`config.mk`:
```
export PLATFORM = sky130hd
export DESIGN_NAME = ljpf_ctrl
export DESIGN_NICKNAME = d
export VERILOG_FILES = /design/src/rtl/core/ljpf_pkg.sv /design/src/rtl/core/ljpf_ctrl.sv
export SDC_FILE = /design/constraint.sdc
export NUM_CORES = 1
export LEC_CHECK = 0
export BUFFER_PORTS_ARGS = -buffer_cell sky130_fd_sc_hd__buf_2
export CORE_MARGIN = 8
export CORE_UTILIZATION = 35
export DETAILED_ROUTE_END_ITERATION = 12
export GPL_ROUTABILITY_DRIVEN = 0
export PLACE_DENSITY = 0.61
export SKIP_LAST_GASP = 1
export SLEW_MARGIN = 20
export SYNTH_ARGS = -nofsm -noshare
export SYNTH_HDL_FRONTEND = slang
export SYNTH_SLANG_ARGS = --single-unit
```
`constraint.sdc`:
```
create_clock -name clk_i -period 2.02 [get_ports clk_i]
set_clock_uncertainty 0.05 [all_clocks]
set_input_delay 0.303 -clock clk_i [delete_from_list [all_inputs] [get_ports clk_i]]
set_output_delay 0.303 -clock clk_i [all_outputs]
set_load 0.01 [all_outputs]
```
`src/rtl/core/ljpf_pkg.sv`:
```
// shared types, constants and register map of the lennard-jones pair force core
`default_nettype none
package ljpf_pkg;

  // register indexes of the configuration port
  localparam logic [2:0] REG_BOX_X    = 3'd0;
  localparam logic [2:0] REG_BOX_Y    = 3'd1;
  localparam logic [2:0] REG_BOX_Z    = 3'd2;
  localparam logic [2:0] REG_CUTOFF   = 3'd3;
  localparam logic [2:0] REG_SIGMA6   = 3'd4;
  localparam logic [2:0] REG_EPSILON  = 3'd5;

  localparam logic [31:0] BOX_RESET    = 32'd121530778;
  localparam logic [31:0] CUTOFF_RESET = 32'd5029108;
  localparam logic [31:0] SIGMA6_RESET = 32'd121301238;
  localparam logic [31:0] EPS_RESET    = 32'd43562187;

  // pair tally saturates at 256
  localparam logic [8:0]  TALLY_CAP    = 9'd256;

  localparam logic [63:0] ONE_Q32      = 64'h0000_0001_0000_0000;
  localparam logic [63:0] HALF_Q32     = 64'h0000_0000_8000_0000;
  localparam logic [46:0] TERM_CAP     = {47{1'b1}};

  typedef enum logic [2:0] {
    ST_IDLE,
    ST_WRAP,
    ST_MUL_ISSUE,
    ST_MUL_WAIT,
    ST_CHECK,
    ST_DIV_ISSUE,
    ST_DIV_WAIT,
    ST_EMIT
  } state_e;

  // multiply steps in issue order
  typedef enum logic [3:0] {
    OP_SQX, OP_SQY, OP_SQZ,
    OP_S1, OP_S2, OP_S3,
    OP_E1, OP_E2,
    OP_F1, OP_F2, OP_F3,
    OP_FX, OP_FY, OP_FZ
  } op_e;

  typedef enum logic [1:0] {
    SH_0,
    SH_22,
    SH_32
  } shift_e;

  typedef struct packed {
    logic load;
    logic wrap;
    logic mul_start;
    logic commit;
    logic div_start;
    logic irsq_load;
    logic tally_inc;
    logic emit;
    op_e  op;
  } cmd_t;

  typedef struct packed {
    logic pair_present;
    logic last;
    logic in_range;
    logic mul_done;
    logic div_done;
    logic out_free;
  } sts_t;

endpackage
`default_nettype wire

```
`src/rtl/core/ljpf_ctrl.sv`:
```
// controller state machine sequencing wrap, squares, reciprocal, multiply chain and emit
`default_nettype none
module ljpf_ctrl (
  input  wire logic      clk_i,
  input  wire logic      rst_ni,
  input  wire logic      in_valid_i,
  output logic           in_ready_o,
  input  ljpf_pkg::sts_t sts_i,
  output ljpf_pkg::cmd_t cmd_o
);
  import ljpf_pkg::*;

  state_e state_q, state_d;
  op_e    op_q, op_d;
  state_e close_st;

  assign close_st = sts_i.last ? ST_EMIT : ST_IDLE;

  always_comb begin
    state_d = state_q;
    op_d    = op_q;
    unique case (state_q)
      ST_IDLE: begin
        if (in_valid_i) begin
          state_d = ST_WRAP;
        end
      end
      ST_WRAP: begin
        op_d    = OP_SQX;
        state_d = sts_i.pair_present ? ST_MUL_ISSUE : close_st;
      end
      ST_MUL_ISSUE: state_d = ST_MUL_WAIT;
      ST_MUL_WAIT: begin
        if (sts_i.mul_done) begin
          if (op_q == OP_SQZ) begin
            state_d = ST_CHECK;
          end else if (op_q == OP_FZ) begin
            state_d = close_st;
          end else begin
            op_d    = op_e'(op_q + 4'd1);
            state_d = ST_MUL_ISSUE;
          end
        end
      end
      ST_CHECK: state_d = sts_i.in_range ? ST_DIV_ISSUE : close_st;
      ST_DIV_ISSUE: state_d = ST_DIV_WAIT;
      ST_DIV_WAIT: begin
        if (sts_i.div_done) begin
          op_d    = OP_S1;
          state_d = ST_MUL_ISSUE;
        end
      end
      ST_EMIT: begin
        if (sts_i.out_free) begin
          state_d = ST_IDLE;
        end
      end
      default: state_d = ST_IDLE;
    endcase
  end

  always_comb begin
    in_ready_o      = (state_q == ST_IDLE);
    cmd_o.load      = (state_q == ST_IDLE) && in_valid_i;
    cmd_o.wrap      = (state_q == ST_WRAP);
    cmd_o.mul_start = (state_q == ST_MUL_ISSUE);
    cmd_o.commit    = (state_q == ST_MUL_WAIT) && sts_i.mul_done;
    cmd_o.div_start = (state_q == ST_DIV_ISSUE);
    cmd_o.irsq_load = (state_q == ST_DIV_WAIT) && sts_i.div_done;
    cmd_o.tally_inc = cmd_o.commit && (op_q == OP_FZ);
    cmd_o.emit      = (state_q == ST_EMIT) && sts_i.out_free;
    cmd_o.op        = op_q;
  end

  always_ff @(posedge clk_i or negedge rst_ni) begin
    if (!rst_ni) begin
      state_q <= ST_IDLE;
      op_q    <= OP_SQX;
    end else begin
      state_q <= state_d;
      op_q    <= op_d;
    end
  end

  a_mul_not_instant: assert property (@(posedge clk_i) disable iff (!rst_ni)
    cmd_o.mul_start |=> !sts_i.mul_done) else $error("multiplier finished too early");
  a_mul_done_waited: assert property (@(posedge clk_i) disable iff (!rst_ni)
    sts_i.mul_done |-> state_q == ST_MUL_WAIT) else $error("unexpected multiply result");
  a_div_done_waited: assert property (@(posedge clk_i) disable iff (!rst_ni)
    sts_i.div_done |-> state_q == ST_DIV_WAIT) else $error("unexpected quotient");
  a_emit_free: assert property (@(posedge clk_i) disable iff (!rst_ni)
    cmd_o.emit |-> sts_i.out_free) else $error("result overwritten");

endmodule
`default_nettype wire

```
# Word-level counts from Yosys, hierarchy flattened
# Index checks and enable logic that the tools add are counted.
[op_classes] n_addsub=1 n_mul=0 div_mod_pow=0 order_cmp=0 eq_ne=15 n_shift=0 n_mux=15 bitwise=0 n_reduce_logical=9
[op_table] operator="2-to-1 mux 3 bit" n=9
[op_table] operator="case mux 3 bit (8 select lines)" n=1
[op_table] operator="2-to-1 mux 4 bit" n=4
[op_table] operator="== test 3 bit, second input constant" n=4
[op_table] operator="!= test 2 bit, second input constant" n=6
[op_table] operator="case mux 4 bit (3 select lines)" n=1
[op_table] operator="== test 3 x 2 -> 1 bit, second input constant" n=2
[op_table] operator="logical AND 1 bit" n=5
[op_table] operator="AND reduction 5 bit" n=1
[op_table] operator="adder 4 x 1 -> 4 bit, second input constant" n=1
[op_table] operator="== test 4 x 2 -> 1 bit, second input constant" n=1
[op_table] operator="== test 4 bit, second input constant" n=1
[op_table] operator="AND reduction 4 bit" n=1
[op_table] operator="== test 3 x 1 -> 1 bit, second input constant" n=1
[op_table] operator="logical NOT 3 bit" n=1
[op_table] operator="nonzero test 3 bit" n=1
[word_totals] register_bits=7 latchBits=0 ramBits=0 romBits=0 inputBits=9 output_inout_bits=13 elab_cells=42 n_memories=0

# Logic depth before layout (Yosys ltp)
# Gate-level depths: netlist of the first run.
[logic_depth] ltp_word=5 ltp_mapped=6 ltp_nobuf=6

# Worst setup path after synthesis of the first run
# No wires, ideal clock.
[synth_path] kind="flip-flop to flip-flop" start="register op_q[0]" end="register op_q[0]" setup_time_ns=0.126 arrival_time_ns=1.631 t_required_ns=1.844 path_slack_ns=0.212 path_stages_with_launch=6 n_path_buf=0 period_less_slack_ns=1.808 path_cell_list="dfrtp_1 > inv_1 > ha_1 > nor3b_2 > or3_4 > a311o_1"
[synth_between] elab_chain_len=5 word_cells_on_any_way=10 cone_classes="add/sub (1); eq/ne (4); mux (4); reduce/logical (1)"
[synth_lines] item="from (decl)" line_no="ljpf_ctrl.sv:14" rtl="op_e op_q, op_d;"
[synth_lines] item="from (signal assigned)" line_no="ljpf_ctrl.sv:81" rtl="op_q <= op_d;"
[synth_lines] item="adder 4 x 1 -> 4 bit" line_no="ljpf_ctrl.sv:40" rtl="op_d = op_e'(op_q + 4'd1);"
[synth_lines] item="2-to-1 mux 4 bit" line_no="ljpf_ctrl.sv:37" rtl="end else if (op_q == OP_FZ) begin"
[synth_lines] item="2-to-1 mux 4 bit" line_no="ljpf_ctrl.sv:35" rtl="if (op_q == OP_SQZ) begin"
[synth_lines] item="2-to-1 mux 4 bit" line_no="ljpf_ctrl.sv:34" rtl="if (sts_i.mul_done) begin"
[synth_lines] item="case mux 4 bit (3 select lines)" line_no="ljpf_ctrl.sv:22" rtl="unique case (state_q)"
# Parallel ways exist; a longest one is shown, timed or not. The select of a mux whose other input is x is not followed.
# A chain may end at the register's enable or synchronous reset.

==> results of run 1 <==
[metal layers]
layer	share of wire	track usage	vias to the layer above
met4	0	0.0357	0
met3	0.061	0.0418	0
li1	-	-	379
met5	0	0	-
met2	0.46	0.179	23
met1	0.48	0.156	367
[cells by family (layout without fill, tap and decap cells)]
family          Yosys count  after routing
simple gates             34             34
compound gates           29             29
buf+inv                  14             37
fa+ha+maj                 3              3
flops                     7              7
mux                       1              1
[layout make-up]
cell class | count | area share
clock buffers | 4 | 0.0298
inverters | 8 | 0.0340
multi-input cells | 67 | 0.542
well taps | 27 | 0.0383
flip-flops and latches | 7 | 0.200
repair buffers | 25 | 0.156
[layout by cell type, fill, tap and decap left out, types with 2 or more instances in the layout]
cell,instances
buf_2,21
buf_4,3
inv_1,8
a21oi_1,8
o21ai_0,3
clkbuf_4,3
a211oi_1,2
nand2_1,5
nand3_1,2
dfrtp_1,6
ha_1,3
nor3_1,8
nor2_1,6
[timing repair]
action | 4_1_cts | 5_1_grt
gates resized for setup | 0 | 1
hold endpoints to repair | 7 | 0
hold buffers | 1 | 0
setup endpoints to repair | 0 | 1
[critical path, delay by kind of cell (launching register included)]
kind                   cells  cell delay (ps)
DFF                        1              600
and+or+nand+nor            2              460
buffers and inverters      1              170
[cell usage after synthesis, types with 2 or more instances]
library cell / n / area, um2
buf_6: 2 / 22.5
inv_1: 8 / 30.0
a211oi_1: 2 / 15.0
nor2_1: 6 / 22.5
nand2_1: 5 / 18.8
dfrtp_1: 7 / 175
a21oi_1: 8 / 40.0
buf_2: 3 / 15.0
nand3_1: 2 / 10.0
o21ai_0: 3 / 15.0
ha_1: 3 / 37.5
nor3_1: 8 / 40.0
[sequential cells by signal, summed over array words and instances (netlist names)]
name,flops
op_q,4
state_q,3
[worst max path at each step]
stage	to	startpoint	slack, ps	cells past startpoint
4_1_cts	cmd_o[5]	state_q[0]$_DFFE_PN0P_	80	3
3_3_place_gp	op_q[0]$_DFFE_PN0P_	op_q[1]$_DFFE_PN0P_	240	5
5_1_grt	cmd_o[5]	state_q[1]$_DFFE_PN0P_	0.3	3
2_1_floorplan	op_q[0]$_DFFE_PN0P_	op_q[0]$_DFFE_PN0P_	210	5
3_5_place_dp	op_q[0]$_DFFE_PN0P_	op_q[1]$_DFFE_PN0P_	210	5
6_report	cmd_o[5]	state_q[1]$_DFFE_PN0P_	190	3
[stage by stage]
step / cell area (um2) / utilization / hold slack [ps] / std cells / setup slack (ps)
6_report: 882 / 0.450 / 376 / 138 / 195
5_1_grt: 882 / 0.450 / 382 / 138 / 0.349
4_1_cts: 881 / 0.449 / 363 / 138 / 79.0
3_5_place_dp: 845 / 0.430 / 96.3 / 133 / 205
3_3_place_gp: 845 / 0.430 / 96.8 / 133 / 235
2_1_floorplan: 724 / - / -42.6 / 88 / 212
[report_power, final]
part	switching, W	internal [W]	total [W]
Sequential	0.000180	0.000209	0.000389
Clock	0.0000496	0.0000752	0.000125
Combinational	0.000458	0.000400	0.000859
==> flow_summary.json, run 1 <==
{
  "cp-end-kind": "output pin",
  "reg2reg_to": "op_q[0]$_DFFE_PN0P_",
  "synth_cell_types": 43,
  "setup_viol": 0,
  "cp.arrival_ps": 1470,
  "grt_max_degree": 18,
  "nets": 124,
  "post-route-drc-count": 0,
  "rows": 16,
  "clockBufferDepth": 2,
  "synthMuxAreaShare": 0.0138,
  "p_leak_nw": 0.401,
  "max_cap_viol_count": 0,
  "htree_levels": 1,
  "cts_tree": "done",
  "track_usage": 0.120,
  "cts_buffers": 3,
  "dp_hpwl_um": 1620,
  "p_total_w": 0.00137,
  "cp_cell_sequence": "nand2_1, nor4_1, buf_2",
  "yosysSeqAreaShare": 0.242,
  "root_buffer": "clkbuf_4",
  "synth_ff_type": "dfrtp_1",
  "synthArstFlopShare": 1.00,
  "reg2reg_from": "op_q[1]$_DFFE_PN0P_",
  "grt_pass1_wl_um": 3440,
  "syn_area_um2": 724,
  "fin_setup_tns_ps": 0,
  "r2r_slack_ps": 200,
  "core_um2": 1960,
  "peakVddDrop_v": 0.000779,
  "grt-ovfl-total": 0,
  "synth_nets": 100,
  "avgViaCountPerCell": 5.57,
  "synth_seq_cells": 7,
  "synth_top_family_by_area": "simple AND/OR/NAND/NOR gates",
  "max_freq_ghz": 0.548,
  "wl_per_cell_um": 15.2,
  "synth_fa_ha_area_frac": 0.0518,
  "grt_pass1_vias": 738,
  "crit_path_max_incr_delay_ps": 600,
  "antenna_cells": 0,
  "worstSetupPathType": "flip-flop to output pin",
  "die_area_um2": 3780,
  "netlist_instances": 88,
  "min_period_ps": 1830,
  "clock-sinks": 7,
  "insertion_delay_ps": 250,
  "antenna_found_initial": 0,
  "drtPass1Iterations": 5,
  "portBuffers": 21,
  "io_pins": 22,
  "initial_core_util": 0.369,
  "yosys_warnings": 0,
  "outcome": "completed",
  "synth-edff-count": 0,
  "multi_input_area_um2": 478,
  "areaGrowthSynthToFinish_pct": 21.8,
  "hold_path_class": "input pin to asynchronous set/reset pin",
  "fill_cells": 222,
  "path_max_fanout": 14,
  "reg2regPathDepth": 5,
  "synth-simple-area-share": 0.313,
  "die_y_um": 61.5,
  "syn_area_per_cell_um2": 8.23,
  "relSlewSlack": 0.716,
  "worstMarginPinSlew_ps": 426,
  "drtAntennaViolNets": 0,
  "synth_compound_area_frac": 0.282,
  "postCtsSetupRepairBufs": 0,
  "drt_iter0_drc": 24,
  "slew_viol_final": 0,
  "slowest_stage": "dfrtp_1",
  "synthXorXnorAreaFrac": 0,
  "drive_gt1_frac": 0.333,
  "dieWidth_um": 61.5,
  "routed_wl_um": 2100,
  "period_share": 0.904,
  "required_ps": 1670,
  "p_per_area_nw_per_um2": 1560,
  "hold_viol": 0,
  "regArea_um2": 176,
  "num_vias": 769,
  "rsz0062_at_grt": "no",
  "clk_pin_slew_ps": 50,
  "start_kind": "flip-flop"
}
Note: power is estimated with default switching activity, not from simulation.
==> run 2: changes to the inputs <==
--- a/config.mk
+++ b/config.mk
@@ -7,10 +7,10 @@
 export LEC_CHECK = 0
 export BUFFER_PORTS_ARGS = -buffer_cell sky130_fd_sc_hd__buf_2
 export CORE_MARGIN = 8
-export CORE_UTILIZATION = 35
+export CORE_UTILIZATION = 25
 export DETAILED_ROUTE_END_ITERATION = 12
 export GPL_ROUTABILITY_DRIVEN = 0
-export PLACE_DENSITY = 0.61
+export PLACE_DENSITY = 0.48
 export SKIP_LAST_GASP = 1
 export SLEW_MARGIN = 20
 export SYNTH_ARGS = -nofsm -noshare
==> run 2 against run 1 <==
  * Combinational power increased by 3.3%
  * Flip-flop and latch count unchanged
  * Count of clock-buffer cells in the layout unchanged
  * Cell count increased by 2.9%
  * Final area increased by 0.43%
  * Core utilization decreased by 13 points
  * Via count increased by 0.39%
  * Non-clock buffer count unchanged
  * Largest power group unchanged
==> flow_summary.json, run 2 (same netlist as run 1, synthesis figures left out) <==
{
  "routed_wl_um": 2170,
  "track_usage": 0.0883,
  "grt_pass1_vias": 798,
  "wl_per_cell_um": 15.3,
  "cp_cell_sequence": "inv_1, ha_1, nor3b_2, or3_4, a311o_1",
  "fill_cells": 321,
  "path_max_fanout": 8,
  "period_share": 0.925,
  "slowest_stage": "dfrtp_1",
  "largestRegisters": "op_q (4), state_q (3)",
  "p_per_area_nw_per_um2": 1560,
  "drtPass1Iterations": 4,
  "drive_gt1_frac": 0.324,
  "rsz0062_at_grt": "no",
  "worstSetupPathType": "flip-flop to flip-flop",
  "start_kind": "flip-flop",
  "setup_viol": 0,
  "htree_levels": 1,
  "max_freq_ghz": 0.535,
  "antenna_found_initial": 0,
  "clock-sinks": 7,
  "io_pins": 22,
  "antenna_cells": 0,
  "crit_path_max_incr_delay_ps": 480,
  "num_vias": 772,
  "relSlewSlack": 0.734,
  "cts_buffers": 3,
  "outcome": "completed",
  "layout_common_cells": "buf_2, inv_1, nor3_1, a21oi_1, dfrtp_1",
  "postCtsSetupRepairBufs": 0,
  "cp-end-kind": "flip-flop",
  "min_period_ps": 1870,
  "cts_tree": "done",
  "dp_hpwl_um": 1690,
  "root_buffer": "clkbuf_4",
  "core_um2": 2760,
  "post-route-drc-count": 0,
  "die_area_um2": 4880,
  "areaGrowthSynthToFinish_pct": 22.3,
  "max_cap_viol_count": 0,
  "fin_setup_tns_ps": 0,
  "die_y_um": 69.8,
  "grt_pass1_wl_um": 3650,
  "drt_iter0_drc": 42,
  "top_register": "op_q",
  "peakVddDrop_v": 0.000990,
  "slew_viol_final": 0,
  "clockBufferDepth": 2,
  "dieWidth_um": 69.8,
  "insertion_delay_ps": 250,
  "place_area_um2": 850,
  "fin_cells": 142,
  "place_inst": 137,
  "required_ps": 2110,
  "utilization": 0.321,
  "drtAntennaViolNets": 0,
  "clk_pin_slew_ps": 50,
  "cp.arrival_ps": 1950,
  "final_cell_area_um2": 886,
  "portBuffers": 21,
  "final_common_cell": "buf_2",
  "initial_core_util": 0.263,
  "grt_max_degree": 13,
  "hold_viol": 0,
  "hold_path_class": "input pin to asynchronous set/reset pin",
  "avgViaCountPerCell": 5.44,
  "grt-ovfl-total": 0,
  "worstMarginPinSlew_ps": 400,
  "nets": 124,
  "p_leak_nw": 0.401,
  "p_total_w": 0.00138,
  "largest_reg_flops": 4,
  "rows": 19
}
-- run 2: cell counts in the layout (fill, tap and decap cells not counted) --
Identical to the previous run, type by type.
-- run 2: critical path, delay by kind of cell (launching register included) --
kind | cells | cell delay (ps)
flip-flops | 1 | 480
AND/OR/NAND/NOR | 2 | 560
buffers and inverters | 1 | 100
AO/OA/AOI/OAI | 1 | 350
adder cells (fa/ha/maj) | 1 | 210
-- run 2: through the flow --
step           setup slack, ps  hold WS (ps)
6_report                   152           362
5_1_grt                   22.7           366
3_3_place_gp               213          97.9
3_5_place_dp               177          99.2
2_1_floorplan              212         -42.6
4_1_cts                    163           363
-- run 2: area by class of cell --
cell class | instances | area (um2) | share of cell area
multi-input cells | 67 | 478 | 0.540
flip-flops and latches | 7 | 175 | 0.198
repair buffers | 25 | 138 | 0.155
well taps | 31 | 38.8 | 0.0438
inverters | 8 | 30.0 | 0.0339
clock buffers | 4 | 26.3 | 0.0297
-- run 2: power breakdown --
group	internal, W	switching, W
Combinational	0.000401	0.000486
Clock	0.0000754	0.0000524
Sequential	0.000208	0.000158
-- run 2: routing by layer --
layer  track usage  routed length [um]
met4        0.0246                   7
met1         0.109                1010
met5             0                   0
met2         0.141                1080
met3        0.0300                  70
-- run 2: worst paths after layout --
| check | slack, ps | cells after the start | to | start |
|---|---|---|---|---|
| max reg2reg | 150 | 5 | op_q[0]$_DFFE_PN0P_ | op_q[0]$_DFFE_PN0P_ |
| min reg2reg | 600 | 2 | op_q[3]$_DFFE_PN0P_ | state_q[1]$_DFFE_PN0P_ |
| max | 150 | 5 | op_q[0]$_DFFE_PN0P_ | op_q[0]$_DFFE_PN0P_ |
| max in group asynchronous | 1400 | 2 | state_q[1]$_DFFE_PN0P_ | rst_ni |
| min | 360 | 2 | op_q[3]$_DFFE_PN0P_ | rst_ni |
| min in group clk_i | 380 | 4 | state_q[0]$_DFFE_PN0P_ | in_valid_i |
-- run 2: repair_timing --
| action | 4_1_cts | 5_1_grt |
|---|---|---|
| resized for setup | 0 | 0 |
| endpoints found under the hold margin | 7 | 0 |
| hold buffers | 1 | 0 |
==> run 3: changes to the inputs <==
--- a/config.mk
+++ b/config.mk
@@ -5,12 +5,13 @@
 export SDC_FILE = /design/constraint.sdc
 export NUM_CORES = 1
 export LEC_CHECK = 0
+export ABC_AREA = 1
 export BUFFER_PORTS_ARGS = -buffer_cell sky130_fd_sc_hd__buf_2
 export CORE_MARGIN = 8
 export CORE_UTILIZATION = 25
 export DETAILED_ROUTE_END_ITERATION = 12
 export GPL_ROUTABILITY_DRIVEN = 0
-export PLACE_DENSITY = 0.48
+export PLACE_DENSITY = 0.47
 export SKIP_LAST_GASP = 1
 export SLEW_MARGIN = 20
 export SYNTH_ARGS = -nofsm -noshare
==> run 3 against run 2 <==
  * Register-to-register slack improved by 340 ps
  * Non-clock buffer count decreased by 3
  * Critical endpoint is now cmd_o[5]
  * Worst hold slack improved by 2.5 ps
==> flow_summary.json, run 3 <==
{
  "drt_iter0_drc": 53,
  "yosys_warnings": 0,
  "syn_area_um2": 761,
  "grt-ovfl-total": 0,
  "final_cell_area_um2": 896,
  "top_register": "op_q",
  "start_kind": "flip-flop",
  "rsz0062_at_grt": "no",
  "hold_buffers": 1,
  "areaGrowthSynthToFinish_pct": 17.8,
  "multi_input_area_um2": 478,
  "grt_pass1_wl_um": 3320,
  "reg2regPathDepth": 7,
  "syn_area_per_cell_um2": 6.73,
  "regArea_um2": 175,
  "root_buffer": "clkbuf_4",
  "largest_reg_flops": 4,
  "clockBufferDepth": 2,
  "place_inst": 163,
  "fin_hold_ws_ps": 365,
  "cts_tree": "done",
  "dieWidth_um": 71.2,
  "synth-edff-count": 0,
  "cp-end-kind": "output pin",
  "dp_hpwl_um": 1600,
  "synth_nets": 125,
  "reg2reg_from": "state_q[2]$_DFFE_PN0P_",
  "clk_pin_slew_ps": 50,
  "netlist_top_cells_area": "dfrtp_1, nand2_1, inv_1",
  "final_common_cell": "nand2_1",
  "die_area_um2": 5060,
  "path_max_fanout": 11,
  "synth_cell_types": 21,
  "peakVddDrop_v": 0.000410,
  "worstSetupPathType": "flip-flop to output pin",
  "dp_slack_ps": 443,
  "cts_buffers": 3,
  "io_pins": 22,
  "routed_wl_um": 1970,
  "synth.largest_area_cell": "dfrtp_1",
  "grt_max_degree": 13,
  "hold_viol": 0,
  "post-route-drc-count": 0,
  "synth_ff_type": "dfrtp_1",
  "synth_most_common_cell": "nand2_1",
  "p_per_area_nw_per_um2": 1240,
  "reg2reg_to": "state_q[0]$_DFFE_PN0P_",
  "core_um2": 2980,
  "period_share": 0.916,
  "htree_levels": 1,
  "synth_commonest_cells": "nand2_1, inv_1, nor2_1, o21ai_0, nand3_1",
  "slew_viol_final": 0,
  "die_y_um": 71.2,
  "place_area_um2": 860,
  "initial_core_util": 0.255,
  "drive_gt1_frac": 0.274,
  "setup_viol": 0,
  "wl_per_cell_um": 11.7,
  "layout_common_cells": "nand2_1, buf_2, inv_1, nor2_1, o21ai_0",
  "clock-sinks": 7,
  "yosysSeqAreaShare": 0.230,
  "fin_ws_ps": 170,
  "p_leak_nw": 0.511,
  "postCtsSetupRepairBufs": 0,
  "avgViaCountPerCell": 4.63,
  "max_freq_ghz": 0.540,
  "synthArstFlopShare": 1.00,
  "portBuffers": 21,
  "antenna_found_initial": 0,
  "synth_seq_cells": 7,
  "cp.arrival_ps": 1500,
  "largestRegisters": "op_q (4), state_q (3)",
  "fin_cells": 168,
  "insertion_delay_ps": 250,
  "rows": 20,
  "drtPass1Iterations": 4,
  "track_usage": 0.0812,
  "min_period_ps": 1850,
  "required_ps": 1670,
  "outcome": "completed",
  "cts_resized": 0,
  "grt_pass1_vias": 764,
  "r2r_slack_ps": 490,
  "num_vias": 777,
  "fin_setup_tns_ps": 0,
  "antenna_cells": 0,
  "nets": 148,
  "fill_cells": 347,
  "relSlewSlack": 0.713,
  "synth.top_cell.area_share": 0.230,
  "drtAntennaViolNets": 0,
  "hold_path_class": "input pin to asynchronous set/reset pin",
  "max_cap_viol_count": 0,
  "worstMarginPinSlew_ps": 430,
  "netlist_instances": 113
}
[run 3: cell count changes in the layout (fill, tap and decap cells not counted), moves of 5 or more]
cell	previous run	this run
inv_1	8	15
nand2_1	5	28
nor2_1	6	15
nor3_1	8	3
a21oi_1	8	1
nand4_1	0	6
o21ai_0	3	9
nand3_1	2	8
[run 3: final cells by class]
type                            instances  area share
Sequential cell                         7       0.196
Inverter                               16      0.0670
Multi-Input combinational cell         86       0.534
Clock buffer                            4      0.0293
Tap cell                               33      0.0461
Timing Repair Buffer                   22       0.128
[run 3: cell families (layout without fill, tap and decap cells)]
kind of cell,after synthesis,in the layout,synth area share
DFF,7,7,0.230
buffers and inverters,20,42,0.141
xor gates and xnor gates,1,1,0.0115
AOI/OAI and AO/OA,12,12,0.0987
and+or+nand+nor,70,70,0.469
adders and majority gates,3,3,0.0493
[run 3: critical path, cell delays in order, from the launching register on]
cell and delay, ps:
dfrtp_1 520, inv_1 220, nand3_2 180, nor3_1 170, buf_2 160
[run 3: routing by layer]
| metal | track usage | wire length (um) | up-vias |
|---|---|---|---|
| met5 | 0 | 0 | - |
| met4 | 0.0139 | 0 | 0 |
| met3 | 0.0438 | 194 | 0 |
| met2 | 0.135 | 890 | 26 |
| met1 | 0.0897 | 885 | 345 |
| li1 | - | - | 406 |
[run 3: how the worst max path moves through the flow]
stage | startpoint | end | slack (ps)
2_1_floorplan | op_q[1]$_DFFE_PN0P_ | cmd_o[5] | 520
3_3_place_gp | state_q[2]$_DFFE_PN0P_ | cmd_o[5] | 450
3_5_place_dp | state_q[2]$_DFFE_PN0P_ | cmd_o[5] | 440
4_1_cts | state_q[2]$_DFFE_PN0P_ | cmd_o[5] | 160
5_1_grt | state_q[2]$_DFFE_PN0P_ | cmd_o[5] | 70
6_report | state_q[2]$_DFFE_PN0P_ | cmd_o[5] | 170
[run 3: power breakdown]
| group | internal, W | switching (W) | leakage [nW] |
|---|---|---|---|
| combinational | 0.000242 | 0.000420 | 0.404 |
| clock | 0.0000754 | 0.0000524 | 0.0150 |
| sequential | 0.000185 | 0.000132 | 0.0922 |
[run 3: metrics by stage]
step,utilization,power (W)
2_1_floorplan,-,0.000856
3_3_place_gp,0.289,0.000989
3_5_place_dp,0.289,0.000986
4_1_cts,0.301,0.00113
5_1_grt,0.301,0.00123
6_report,0.301,0.00111
